$ cat src/hdl/assert_macros.svh
// Assertion helpers for the RTL.
`ifndef ASSERT_MACROS_SVH
`define ASSERT_MACROS_SVH

// Property that must hold at every clock edge outside reset.
`define ASSERT_CLK(lbl, clk, rst_n, prop) \
    lbl: assert property (@(posedge clk) disable iff (!rst_n) prop) \
        else $error("assertion failed");

// Condition that must never be seen outside reset.
`define ASSERT_NEVER(lbl, clk, rst_n, cond) \
    lbl: assert property (@(posedge clk) disable iff (!rst_n) !(cond)) \
        else $error("forbidden condition seen");

`endif

$ cat src/hdl/c20_pkg.sv
package c20_pkg;

    localparam int DOUBLE_ROUNDS = 10;
    localparam int RND_W = (DOUBLE_ROUNDS > 1) ? $clog2(DOUBLE_ROUNDS) : 1;

    localparam logic [31:0] SIGMA0 = 32'h6170_7865;
    localparam logic [31:0] SIGMA1 = 32'h3320_646e;
    localparam logic [31:0] SIGMA2 = 32'h7962_2d32;
    localparam logic [31:0] SIGMA3 = 32'h6b20_6574;

    // Configuration register indexes.
    localparam logic [2:0] REG_KEY_A         = 3'd0;
    localparam logic [2:0] REG_KEY_B         = 3'd1;
    localparam logic [2:0] REG_KEY_C         = 3'd2;
    localparam logic [2:0] REG_KEY_D         = 3'd3;
    localparam logic [2:0] REG_NONCE_LOW     = 3'd4;
    localparam logic [2:0] REG_NONCE_HIGH    = 3'd5;
    localparam logic [2:0] REG_COUNTER_START = 3'd6;

    typedef struct packed {
        logic [31:0] a;
        logic [31:0] b;
        logic [31:0] c;
        logic [31:0] d;
    } quad_t;

    // Word address of operand k (0..3 = a,b,c,d) of quarter round q of a double round.
    function automatic logic [3:0] qr_addr(input logic [2:0] q, input logic [1:0] k);
        logic [1:0] base;
        logic [1:0] lane;
        base = q[1:0];
        if (!q[2])
            lane = base;
        else
            lane = base + k;
        qr_addr = {k, lane};
    endfunction

endpackage

$ cat src/hdl/c20_ifs.sv
interface c20_in_if;
    import c20_pkg::*;
    logic       valid;
    logic       ready;
    logic [7:0] data_in;
    logic       last_in_message;
    modport source (output valid, data_in, last_in_message, input ready);
    modport sink (input valid, data_in, last_in_message, output ready);
endinterface

interface c20_out_if;
    logic       valid;
    logic       ready;
    logic [7:0] data_out;
    logic       last_out;
    modport source (output valid, data_out, last_out, input ready);
    modport sink (input valid, data_out, last_out, output ready);
endinterface

interface c20_cfg_if;
    logic        valid;
    logic        ready;
    logic [2:0]  index;
    logic [63:0] data;
    modport source (output valid, index, data, input ready);
    modport sink (input valid, index, data, output ready);
endinterface

$ cat src/hdl/c20_qhalf.sv
// One half of a quarter round: two add, xor and rotate steps.
module c20_qhalf
    import c20_pkg::*;
(
    input  quad_t din,
    input  logic  second,
    output quad_t dout
);
    logic [31:0] a1, d1, d2, c1, b1, b2;

    always_comb
    begin
        a1 = din.a + din.b;
        d1 = din.d ^ a1;
        d2 = second ? {d1[23:0], d1[31:24]} : {d1[15:0], d1[31:16]};
        c1 = din.c + d2;
        b1 = din.b ^ c1;
        b2 = second ? {b1[24:0], b1[31:25]} : {b1[19:0], b1[31:20]};
        dout.a = a1;
        dout.b = b2;
        dout.c = c1;
        dout.d = d2;
    end
endmodule

$ cat src/hdl/chacha20_stream_xor.sv
// ChaCha20 byte stream XOR (IETF layout, 96-bit nonce). One byte goes in and one
// comes out per item. A byte that finds a keystream block ready goes from S_IDLE
// through S_FETCH to S_BYTE, where its result is registered once the result
// register is free; a new byte is taken only back in S_IDLE, so the block takes
// no new byte before it is through with the last. A byte that needs a new block
// first waits for its generation: the initial words are loaded, then each of the
// ten double rounds runs eight quarter rounds (read a and b, read c and d, two
// halves, then four write-backs through the single write port of the working-state
// memory), then the feed-forward. Configuration is taken at once in any cycle.
`include "assert_macros.svh"

module chacha20_stream_xor
    import c20_pkg::*;
(
    input  logic clk,
    input  logic rst_n,
    c20_in_if.sink   din,
    c20_out_if.source dout,
    c20_cfg_if.sink  cfg
);
    typedef enum logic [3:0] {
        S_IDLE, S_INIT, S_RD_AB, S_RD_CD, S_QR1, S_QR2, S_WB,
        S_FF_RD, S_FF_WR, S_FETCH, S_BYTE
    } state_t;

    state_t state_reg;
    logic [63:0] key_a_reg, key_b_reg, key_c_reg, key_d_reg, nonce_low_reg;
    logic [31:0] nonce_high_reg, counter_start_reg, block_cnt_reg;
    logic [5:0]  pos_reg;
    logic        block_ready_reg;
    logic [7:0]  data_reg;
    logic        last_reg;
    logic        out_valid_reg;
    logic [7:0]  out_data_reg;
    logic        out_last_reg;
    logic [3:0]  idx_reg;
    logic [2:0]  q_reg;
    logic [1:0]  wk_reg;
    logic [RND_W-1:0] rnd_reg;
    quad_t       quad_reg;

    logic [31:0] rs_mem [16];
    logic [31:0] ks_mem [16];
    logic [31:0] rs_rd_a, rs_rd_b, ks_rd;
    logic [3:0]  rs_ra, rs_rb;
    logic        rs_we, ks_we;
    logic [3:0]  rs_wa;
    logic [31:0] rs_wd, ks_wd, init_w, wb_word;
    quad_t       half_in, half_out;
    logic        in_acc;
    logic        byte_fire;

    assign din.ready = (state_reg == S_IDLE);
    assign cfg.ready = 1'b1;
    assign in_acc = din.valid && din.ready;
    assign dout.valid = out_valid_reg;
    assign dout.data_out = out_data_reg;
    assign dout.last_out = out_last_reg;

    // The result register must be free or emptied this cycle.
    assign byte_fire = (state_reg == S_BYTE) && (!out_valid_reg || dout.ready);

    always_comb
    begin
        case (idx_reg)
            4'd0: init_w = SIGMA0;
            4'd1: init_w = SIGMA1;
            4'd2: init_w = SIGMA2;
            4'd3: init_w = SIGMA3;
            4'd4: init_w = key_a_reg[31:0];
            4'd5: init_w = key_a_reg[63:32];
            4'd6: init_w = key_b_reg[31:0];
            4'd7: init_w = key_b_reg[63:32];
            4'd8: init_w = key_c_reg[31:0];
            4'd9: init_w = key_c_reg[63:32];
            4'd10: init_w = key_d_reg[31:0];
            4'd11: init_w = key_d_reg[63:32];
            4'd12: init_w = counter_start_reg + block_cnt_reg;
            4'd13: init_w = nonce_low_reg[31:0];
            4'd14: init_w = nonce_low_reg[63:32];
            default: init_w = nonce_high_reg;
        endcase
    end

    always_comb
    begin
        case (wk_reg)
            2'd0: wb_word = quad_reg.a;
            2'd1: wb_word = quad_reg.b;
            2'd2: wb_word = quad_reg.c;
            default: wb_word = quad_reg.d;
        endcase
    end

    always_comb
    begin
        rs_ra = idx_reg;
        rs_rb = qr_addr(q_reg, 2'd1);
        case (state_reg)
            S_RD_AB:
            begin
                rs_ra = qr_addr(q_reg, 2'd0);
                rs_rb = qr_addr(q_reg, 2'd1);
            end
            S_RD_CD:
            begin
                rs_ra = qr_addr(q_reg, 2'd2);
                rs_rb = qr_addr(q_reg, 2'd3);
            end
            default:
            begin
                rs_ra = idx_reg;
                rs_rb = qr_addr(q_reg, 2'd1);
            end
        endcase
        rs_we = (state_reg == S_INIT) || (state_reg == S_WB);
        rs_wa = (state_reg == S_WB) ? qr_addr(q_reg, wk_reg) : idx_reg;
        rs_wd = (state_reg == S_WB) ? wb_word : init_w;
        ks_we = (state_reg == S_FF_WR);
        ks_wd = rs_rd_a + init_w;
        half_in = quad_reg;
        if (state_reg == S_QR1)
        begin
            half_in.c = rs_rd_a;
            half_in.d = rs_rd_b;
        end
    end

    c20_qhalf u_qhalf (
        .din    (half_in),
        .second (state_reg == S_QR2),
        .dout   (half_out)
    );

    always_ff @(posedge clk)
    begin
        if (rs_we)
            rs_mem[rs_wa] <= rs_wd;
        rs_rd_a <= rs_mem[rs_ra];
        rs_rd_b <= rs_mem[rs_rb];
    end

    always_ff @(posedge clk)
    begin
        if (ks_we)
            ks_mem[idx_reg] <= ks_wd;
        ks_rd <= ks_mem[pos_reg[5:2]];
    end

    always_ff @(posedge clk or negedge rst_n)
    begin
        if (!rst_n)
        begin
            key_a_reg <= '0;
            key_b_reg <= '0;
            key_c_reg <= '0;
            key_d_reg <= '0;
            nonce_low_reg <= '0;
            nonce_high_reg <= '0;
            counter_start_reg <= '0;
        end
        else if (cfg.valid)
        begin
            case (cfg.index)
                REG_KEY_A: key_a_reg <= cfg.data;
                REG_KEY_B: key_b_reg <= cfg.data;
                REG_KEY_C: key_c_reg <= cfg.data;
                REG_KEY_D: key_d_reg <= cfg.data;
                REG_NONCE_LOW: nonce_low_reg <= cfg.data;
                REG_NONCE_HIGH: nonce_high_reg <= cfg.data[31:0];
                REG_COUNTER_START: counter_start_reg <= cfg.data[31:0];
                default: ;
            endcase
        end
    end

    always_ff @(posedge clk or negedge rst_n)
    begin
        if (!rst_n)
        begin
            state_reg <= S_IDLE;
            pos_reg <= '0;
            block_cnt_reg <= '0;
            block_ready_reg <= 1'b0;
            out_valid_reg <= 1'b0;
            out_data_reg <= '0;
            out_last_reg <= 1'b0;
            data_reg <= '0;
            last_reg <= 1'b0;
            quad_reg <= '0;
            idx_reg <= '0;
            q_reg <= '0;
            wk_reg <= '0;
            rnd_reg <= '0;
        end
        else
        begin
            if (byte_fire)
                out_valid_reg <= 1'b1;
            else if (dout.valid && dout.ready)
                out_valid_reg <= 1'b0;
            case (state_reg)
                S_IDLE:
                begin
                    if (in_acc)
                    begin
                        data_reg <= din.data_in;
                        last_reg <= din.last_in_message;
                        idx_reg <= '0;
                        state_reg <= block_ready_reg ? S_FETCH : S_INIT;
                    end
                end
                S_INIT:
                begin
                    idx_reg <= idx_reg + 4'd1;
                    if (idx_reg == 4'd15)
                    begin
                        q_reg <= '0;
                        rnd_reg <= '0;
                        state_reg <= S_RD_AB;
                    end
                end
                S_RD_AB: state_reg <= S_RD_CD;
                S_RD_CD:
                begin
                    quad_reg.a <= rs_rd_a;
                    quad_reg.b <= rs_rd_b;
                    state_reg <= S_QR1;
                end
                S_QR1:
                begin
                    quad_reg <= half_out;
                    state_reg <= S_QR2;
                end
                S_QR2:
                begin
                    quad_reg <= half_out;
                    wk_reg <= '0;
                    state_reg <= S_WB;
                end
                S_WB:
                begin
                    wk_reg <= wk_reg + 2'd1;
                    if (wk_reg == 2'd3)
                    begin
                        q_reg <= q_reg + 3'd1;
                        state_reg <= S_RD_AB;
                        if (q_reg == 3'd7)
                        begin
                            rnd_reg <= rnd_reg + RND_W'(1);
                            if (rnd_reg == RND_W'(DOUBLE_ROUNDS - 1))
                            begin
                                idx_reg <= '0;
                                state_reg <= S_FF_RD;
                            end
                        end
                    end
                end
                S_FF_RD: state_reg <= S_FF_WR;
                S_FF_WR:
                begin
                    idx_reg <= idx_reg + 4'd1;
                    if (idx_reg == 4'd15)
                    begin
                        block_ready_reg <= 1'b1;
                        state_reg <= S_FETCH;
                    end
                    else
                        state_reg <= S_FF_RD;
                end
                S_FETCH: state_reg <= S_BYTE;
                S_BYTE:
                begin
                    if (byte_fire)
                    begin
                        out_data_reg <= data_reg ^ 8'(ks_rd >> {pos_reg[1:0], 3'b000});
                        out_last_reg <= last_reg;
                        state_reg <= S_IDLE;
                        if (last_reg)
                        begin
                            pos_reg <= '0;
                            block_cnt_reg <= '0;
                            block_ready_reg <= 1'b0;
                        end
                        else
                        begin
                            pos_reg <= pos_reg + 6'd1;
                            if (pos_reg == 6'd63)
                            begin
                                block_cnt_reg <= block_cnt_reg + 32'd1;
                                block_ready_reg <= 1'b0;
                            end
                        end
                    end
                end
                default: state_reg <= S_IDLE;
            endcase
        end
    end

    `ASSERT_CLK(a_out_from_byte, clk, rst_n, $rose(out_valid_reg) |-> $past(state_reg == S_BYTE))
    `ASSERT_NEVER(a_pos_without_block, clk, rst_n, (pos_reg != 6'd0) && !block_ready_reg)
    `ASSERT_NEVER(a_init_with_block, clk, rst_n, (state_reg == S_INIT) && block_ready_reg)
endmodule

$ cat src/flat_wrapper.sv
// flat-port wrapper written by rule: the top's interface ports become plain ports
module chacha20_stream_xor_flat import c20_pkg::*;
  (clk, rst_n, din_valid, din_data_in, din_last_in_message, din_ready, dout_valid, dout_data_out, dout_last_out, dout_ready, cfg_valid, cfg_index, cfg_data, cfg_ready);
  c20_in_if din_i ();
  c20_out_if dout_i ();
  c20_cfg_if cfg_i ();
  input  logic clk;
  input  logic rst_n;
  input wire logic [$bits(din_i.valid)-1:0] din_valid;
  input wire logic [$bits(din_i.data_in)-1:0] din_data_in;
  input wire logic [$bits(din_i.last_in_message)-1:0] din_last_in_message;
  output wire logic [$bits(din_i.ready)-1:0] din_ready;
  output wire logic [$bits(dout_i.valid)-1:0] dout_valid;
  output wire logic [$bits(dout_i.data_out)-1:0] dout_data_out;
  output wire logic [$bits(dout_i.last_out)-1:0] dout_last_out;
  input wire logic [$bits(dout_i.ready)-1:0] dout_ready;
  input wire logic [$bits(cfg_i.valid)-1:0] cfg_valid;
  input wire logic [$bits(cfg_i.index)-1:0] cfg_index;
  input wire logic [$bits(cfg_i.data)-1:0] cfg_data;
  output wire logic [$bits(cfg_i.ready)-1:0] cfg_ready;
  assign din_i.valid = din_valid;
  assign din_i.data_in = din_data_in;
  assign din_i.last_in_message = din_last_in_message;
  assign din_ready = din_i.ready;
  assign dout_valid = dout_i.valid;
  assign dout_data_out = dout_i.data_out;
  assign dout_last_out = dout_i.last_out;
  assign dout_i.ready = dout_ready;
  assign cfg_i.valid = cfg_valid;
  assign cfg_i.index = cfg_index;
  assign cfg_i.data = cfg_data;
  assign cfg_ready = cfg_i.ready;
  chacha20_stream_xor u_core (.clk(clk), .rst_n(rst_n), .din(din_i), .dout(dout_i), .cfg(cfg_i));
endmodule
$ cat config.mk
export PLATFORM = sky130hd
export DESIGN_NAME = chacha20_stream_xor_flat
export DESIGN_NICKNAME = d
export VERILOG_FILES = /design/src/hdl/c20_pkg.sv /design/src/hdl/c20_ifs.sv /design/src/hdl/c20_qhalf.sv /design/src/hdl/chacha20_stream_xor.sv /design/src/flat_wrapper.sv
export VERILOG_INCLUDE_DIRS = /design/src /design/src/hdl
export SDC_FILE = /design/constraint.sdc
export NUM_CORES = 2
export LEC_CHECK = 0
export BUFFER_PORTS_ARGS = -buffer_cell sky130_fd_sc_hd__buf_2
export CORE_ASPECT_RATIO = 0.9
export CORE_MARGIN = 1.5
export CORE_UTILIZATION = 62
export CTS_CLUSTER_SIZE = 28
export DETAILED_ROUTE_END_ITERATION = 10
export GPL_TIMING_DRIVEN = 0
export PLACE_DENSITY = 0.78
export SKIP_LAST_GASP = 1
export SLEW_MARGIN = 20
export SYNTH_ARGS = -nofsm -noshare
export SYNTH_HDL_FRONTEND = slang
export SYNTH_HIERARCHICAL = 1
export SYNTH_SLANG_ARGS = --single-unit
$ cat constraint.sdc
create_clock -name clk -period 5.6 [get_ports clk]
set_input_delay 0 -clock clk [delete_from_list [all_inputs] [get_ports clk]]
set_output_delay 0 -clock clk [all_outputs]
set_load 0.02 [all_outputs]
==> results.rst <==
.. list-table::
   :header-rows: 1

   * - Metric
     - Value
   * - Result of the run
     - finished, violations left
   * - Violated checks
     - setup timing
   * - Cell count of the worst reg-to-reg path
     - 22
   * - Max-slew violation total from the final report
     - 0
   * - Cell Rows
     - 124
   * - Clock root cell
     - sky130_fd_sc_hd__clkbuf_16
   * - Worst voltage drop across the vdd grid
     - 0.335 mV
   * - Worst-case clock buffer depth
     - 3
   * - Number of failing hold endpoints at the final stage
     - 0
   * - Setup repair after global routing missed its margin
     - yes
   * - Arrival time of data at the critical path endpoint
     - 6.70 ns
   * - Critical Path Fanout Max
     - 10
   * - Origin of the worst min-delay path
     - cfg_data[48]
   * - Worst Max-Slew Pin Slew
     - roughly 1.2 ns
   * - Worst flop-to-flop path startpoint
     - u_core/state_reg[2]
   * - CTS tree
     - built
   * - End of the worst hold path
     - u_core/key_b_reg[48]
   * - Clock skew
     - 0.0361 ns
   * - Detailed Route WL
     - around 280,000 um
   * - Die Outline Area
     - about 130,000 um2
   * - Routed Antenna Nets
     - 0
   * - Overall overflow remaining after global route
     - 0
   * - Die Wd
     - ~380 um
   * - HP Class
     - input port to register
   * - Worst rel slew slack
     - 18.7%
   * - Per-cell via count in the routed design
     - approximately 7.2
   * - Core outline area
     - approximately 130,000 um2
   * - Final HPWL DP
     - between 150,000 and 200,000 um
   * - Number of CTS-inserted buffers
     - around 170
   * - Final worst path period need
     - 5.98 ns
   * - Leading register cell type out of synthesis
     - sky130_fd_sc_hd__edfxtp_1
   * - Kind of launch point of the worst setup path
     - register
   * - Number of H-tree levels
     - 4
   * - Count of mapped cells out of synthesis
     - around 5,700
   * - Warnings from Yosys
     - 6
   * - Number of clock sinks seen by CTS
     - around 1,700
   * - Part of the Yosys area used for sequential elements
     - between 50% and 60%
   * - Via count of the first global-routing pass
     - approximately 55,000
   * - Leak Pwr
     - between 30 and 40 nW
   * - Max-capacitance violation count
     - 0
   * - Maximum number of pins on one net before global-route repair
     - between 100 and 150
   * - Average wire per standard cell
     - approximately 35 um
   * - Number of enable-type register cells in the synthesized netlist
     - 1,024
   * - Setup slack of the most critical reg-to-reg path
     - -0.38 ns
   * - Critical path start-end classification
     - register to register
   * - Post-route insts no fill
     - just over 8,000
   * - Required time of the critical path
     - approximately 6.3 ns
   * - Worst setup EP type
     - register
   * - Placed cells
     - roughly 7,600
   * - Clock slew at the register clock pins of the worst setup and hold paths
     - 0.06 ns
   * - Post-synthesis average cell area
     - around 14 um2
   * - First DRT Iteration DRCs
     - slightly below 10,000
   * - Top-level port count
     - 93
   * - Worst reg2reg path endpoint
     - u_core/half_in[66]
   * - Post-route cell area
     - between 90,000 and 100,000 um2
   * - Highest-count cells in the layout ignoring fill and taps
     - sky130_fd_sc_hd__edfxtp_1 (1,024), sky130_fd_sc_hd__dfrtp_1 (569), sky130_fd_sc_hd__mux2_2 (565)
   * - Cell count of the worst hold path
     - 3
   * - Clock insertion delay at the later pin of the skew report
     - approximately 0.83 ns
   * - GRT Overall Usage
     - a little over two fifths
   * - Power density over the cells
     - roughly 320 nW/um2
   * - Start point of the critical path
     - u_core/state_reg[2]
   * - Main area contributors after synthesis
     - sky130_fd_sc_hd__edfxtp_1 (39%), sky130_fd_sc_hd__dfrtp_1 (19%), sky130_fd_sc_hd__mux2_2 (8.1%), sky130_fd_sc_hd__mux4_2 (6.6%), sky130_fd_sc_hd__nand2_1 (2.5%)
   * - Share of post-route cells with drive strength above 1
     - 29.2%
   * - NumNets Final
     - between 6,000 and 7,000
   * - Post-layout util
     - 73.4%
   * - Most area-hungry cell type in the Yosys netlist
     - sky130_fd_sc_hd__edfxtp_1
   * - Most common cell after layout, fill and taps aside
     - sky130_fd_sc_hd__edfxtp_1
   * - Registers with the most flip-flops
     - u_core/ks_mem: 512 flops, u_core/rs_mem: 512 flops
   * - Synthesized Nets
     - between 5,000 and 6,000
   * - Final setup fails
     - 102
   * - Number of antenna violations at the first check in global routing
     - 23
   * - F_max
     - 0.167 GHz
   * - Total of flip-flops plus latches after synthesis
     - between 1,500 and 2,000
   * - Overall die height
     - about 340 um
   * - Post-synth cell types
     - approximately 110
   * - Vias
     - just under 60,000
   * - Count of TritonRoute iterations in the first routing pass
     - 10
   * - Final Wtd Congestion
     - approximately 1.1
   * - Initial core utilization
     - around 62%
   * - DRC violations left
     - 0
   * - Layout Area Growth over Synthesis
     - 17.7%
   * - Share of the synthesized area in the top cell type
     - 38.9%
   * - Final setup TNS
     - -6.54 ns
   * - Final critical-path setup slack
     - -0.377 ns
   * - Port bufs
     - 89
   * - Standard cell area after detailed placement
     - 83,300 um2
   * - Combined area of all synthesized cells
     - approximately 79,000 um2
   * - Global-route wire length before repair
     - roughly 390,000 um
   * - Post-synthesis async set-or-reset flop share
     - 34.4%
   * - Final clock period utilization by the worst path
     - 107%
final cells by class:
| type | count | area (um2) |
|---|---|---|
| sequential | 1707 | 47400 |
| tap | 1701 | 2130 |
| antenna | 6 | 15.0 |
| buffer | 349 | 1590 |
| fill | 7703 | 33700 |
| inverter | 56 | 214 |
| clock inverter | 86 | 1060 |
| clock buffer | 225 | 4590 |
| timing repair buffer | 345 | 3500 |
| multi-input combinational | 3577 | 32500 |
report_power, final:
group	switching, mW	internal [mW]	leakage (nW)
Combinational	2.02	1.17	14.2
Clock	5.07	6.68	2.75
Sequential	0.378	14.7	17.1
kinds of logic after synthesis:
kind of cell	count (synthesis)	share of synthesized area, %
flip-flops	1707	59.9
AO/OA/AOI/OAI	1189	10.5
AND/OR/NAND/NOR	1141	6.70
multiplexers	897	15.9
buffers and inverters	416	2.15
XOR/XNOR	204	2.46
adder cells (fa/ha/maj)	144	2.32
other	1	0.00474
layer usage:
metal | up-vias | share of wire (%) | track usage (%)
li1 | 22896 | - | -
met1 | 29028 | 36 | 59.3
met2 | 4870 | 43 | 60.7
met3 | 974 | 15 | 14.5
met4 | 24 | 5.5 | 20.1
met5 | - | 0.057 | 0
how the worst max path moves through the flow:
stage,end,slack [ns],cells after the start
after floorplan,u_core/ks_mem[0][31],0.61,22
after global placement,u_core/block_cnt_reg[28],-8.19,1
after detailed placement,u_core/half_in[68],-1.95,23
after CTS,u_core/half_in[68],-0.34,26
after global routing,u_core/half_in[95],-0.45,21
final,u_core/half_in[66],-0.38,22
per-stage QoR:
stage / hold WS (ns) / setup WS [ns] / power (mW)
after floorplan: -0.296 / 0.612 / 16.7
after global placement: 0.232 / -8.19 / 17.7
after detailed placement: -0.0644 / -1.95 / 17.9
after CTS: 0.000478 / -0.344 / 29.7
after global routing: 0.0261 / -0.453 / 30.6
final: 0.0204 / -0.377 / 30.0
what timing repair did:
item                                    4_1_cts  5_1_grt
setup buffers                                54       43
pin swaps                                    66       81
hold endpoints to repair                    724        0
resized for setup                           319      187
endpoints found under the setup margin      491      352
hold buffers                                 98        0
cloned                                        0        1
critical path, stage by stage (launching register included):
cell                       delay, ns
sky130_fd_sc_hd__dfrtp_1        0.41
sky130_fd_sc_hd__buf_4          0.21
sky130_fd_sc_hd__nor2b_4        0.20
sky130_fd_sc_hd__nor2b_4        0.24
sky130_fd_sc_hd__buf_2          0.41
sky130_fd_sc_hd__and2_2         0.38
sky130_fd_sc_hd__buf_2          0.36
sky130_fd_sc_hd__buf_2          0.45
sky130_fd_sc_hd__a21oi_1        0.23
sky130_fd_sc_hd__ha_1           0.40
sky130_fd_sc_hd__a21oi_1        0.37
sky130_fd_sc_hd__o211ai_1       0.29
sky130_fd_sc_hd__a21oi_1        0.31
sky130_fd_sc_hd__a21boi_1       0.15
sky130_fd_sc_hd__a211oi_4       0.34
sky130_fd_sc_hd__buf_6          0.17
sky130_fd_sc_hd__xnor2_4        0.14
sky130_fd_sc_hd__xor2_2         0.21
sky130_fd_sc_hd__buf_6          0.18
sky130_fd_sc_hd__nor2_4         0.04
sky130_fd_sc_hd__a21oi_2        0.16
sky130_fd_sc_hd__nand2_2        0.09
sky130_fd_sc_hd__o21ai_1        0.12
synthesized netlist by cell type (85+ instances only):
cell type / n
sky130_fd_sc_hd__nor2_1: 221
sky130_fd_sc_hd__ha_1: 140
sky130_fd_sc_hd__and2_1: 153
sky130_fd_sc_hd__clkbuf_1: 230
sky130_fd_sc_hd__mux4_2: 232
sky130_fd_sc_hd__mux2i_1: 99
sky130_fd_sc_hd__a31oi_1: 89
sky130_fd_sc_hd__a211oi_1: 169
sky130_fd_sc_hd__dfxtp_1: 96
sky130_fd_sc_hd__o21ai_0: 195
sky130_fd_sc_hd__buf_2: 85
sky130_fd_sc_hd__xnor2_1: 107
sky130_fd_sc_hd__edfxtp_1: 1024
sky130_fd_sc_hd__nand2_1: 522
sky130_fd_sc_hd__a21oi_1: 234
sky130_fd_sc_hd__mux2_2: 566
sky130_fd_sc_hd__dfrtp_1: 587
Power figures use the tool's default switching activity.
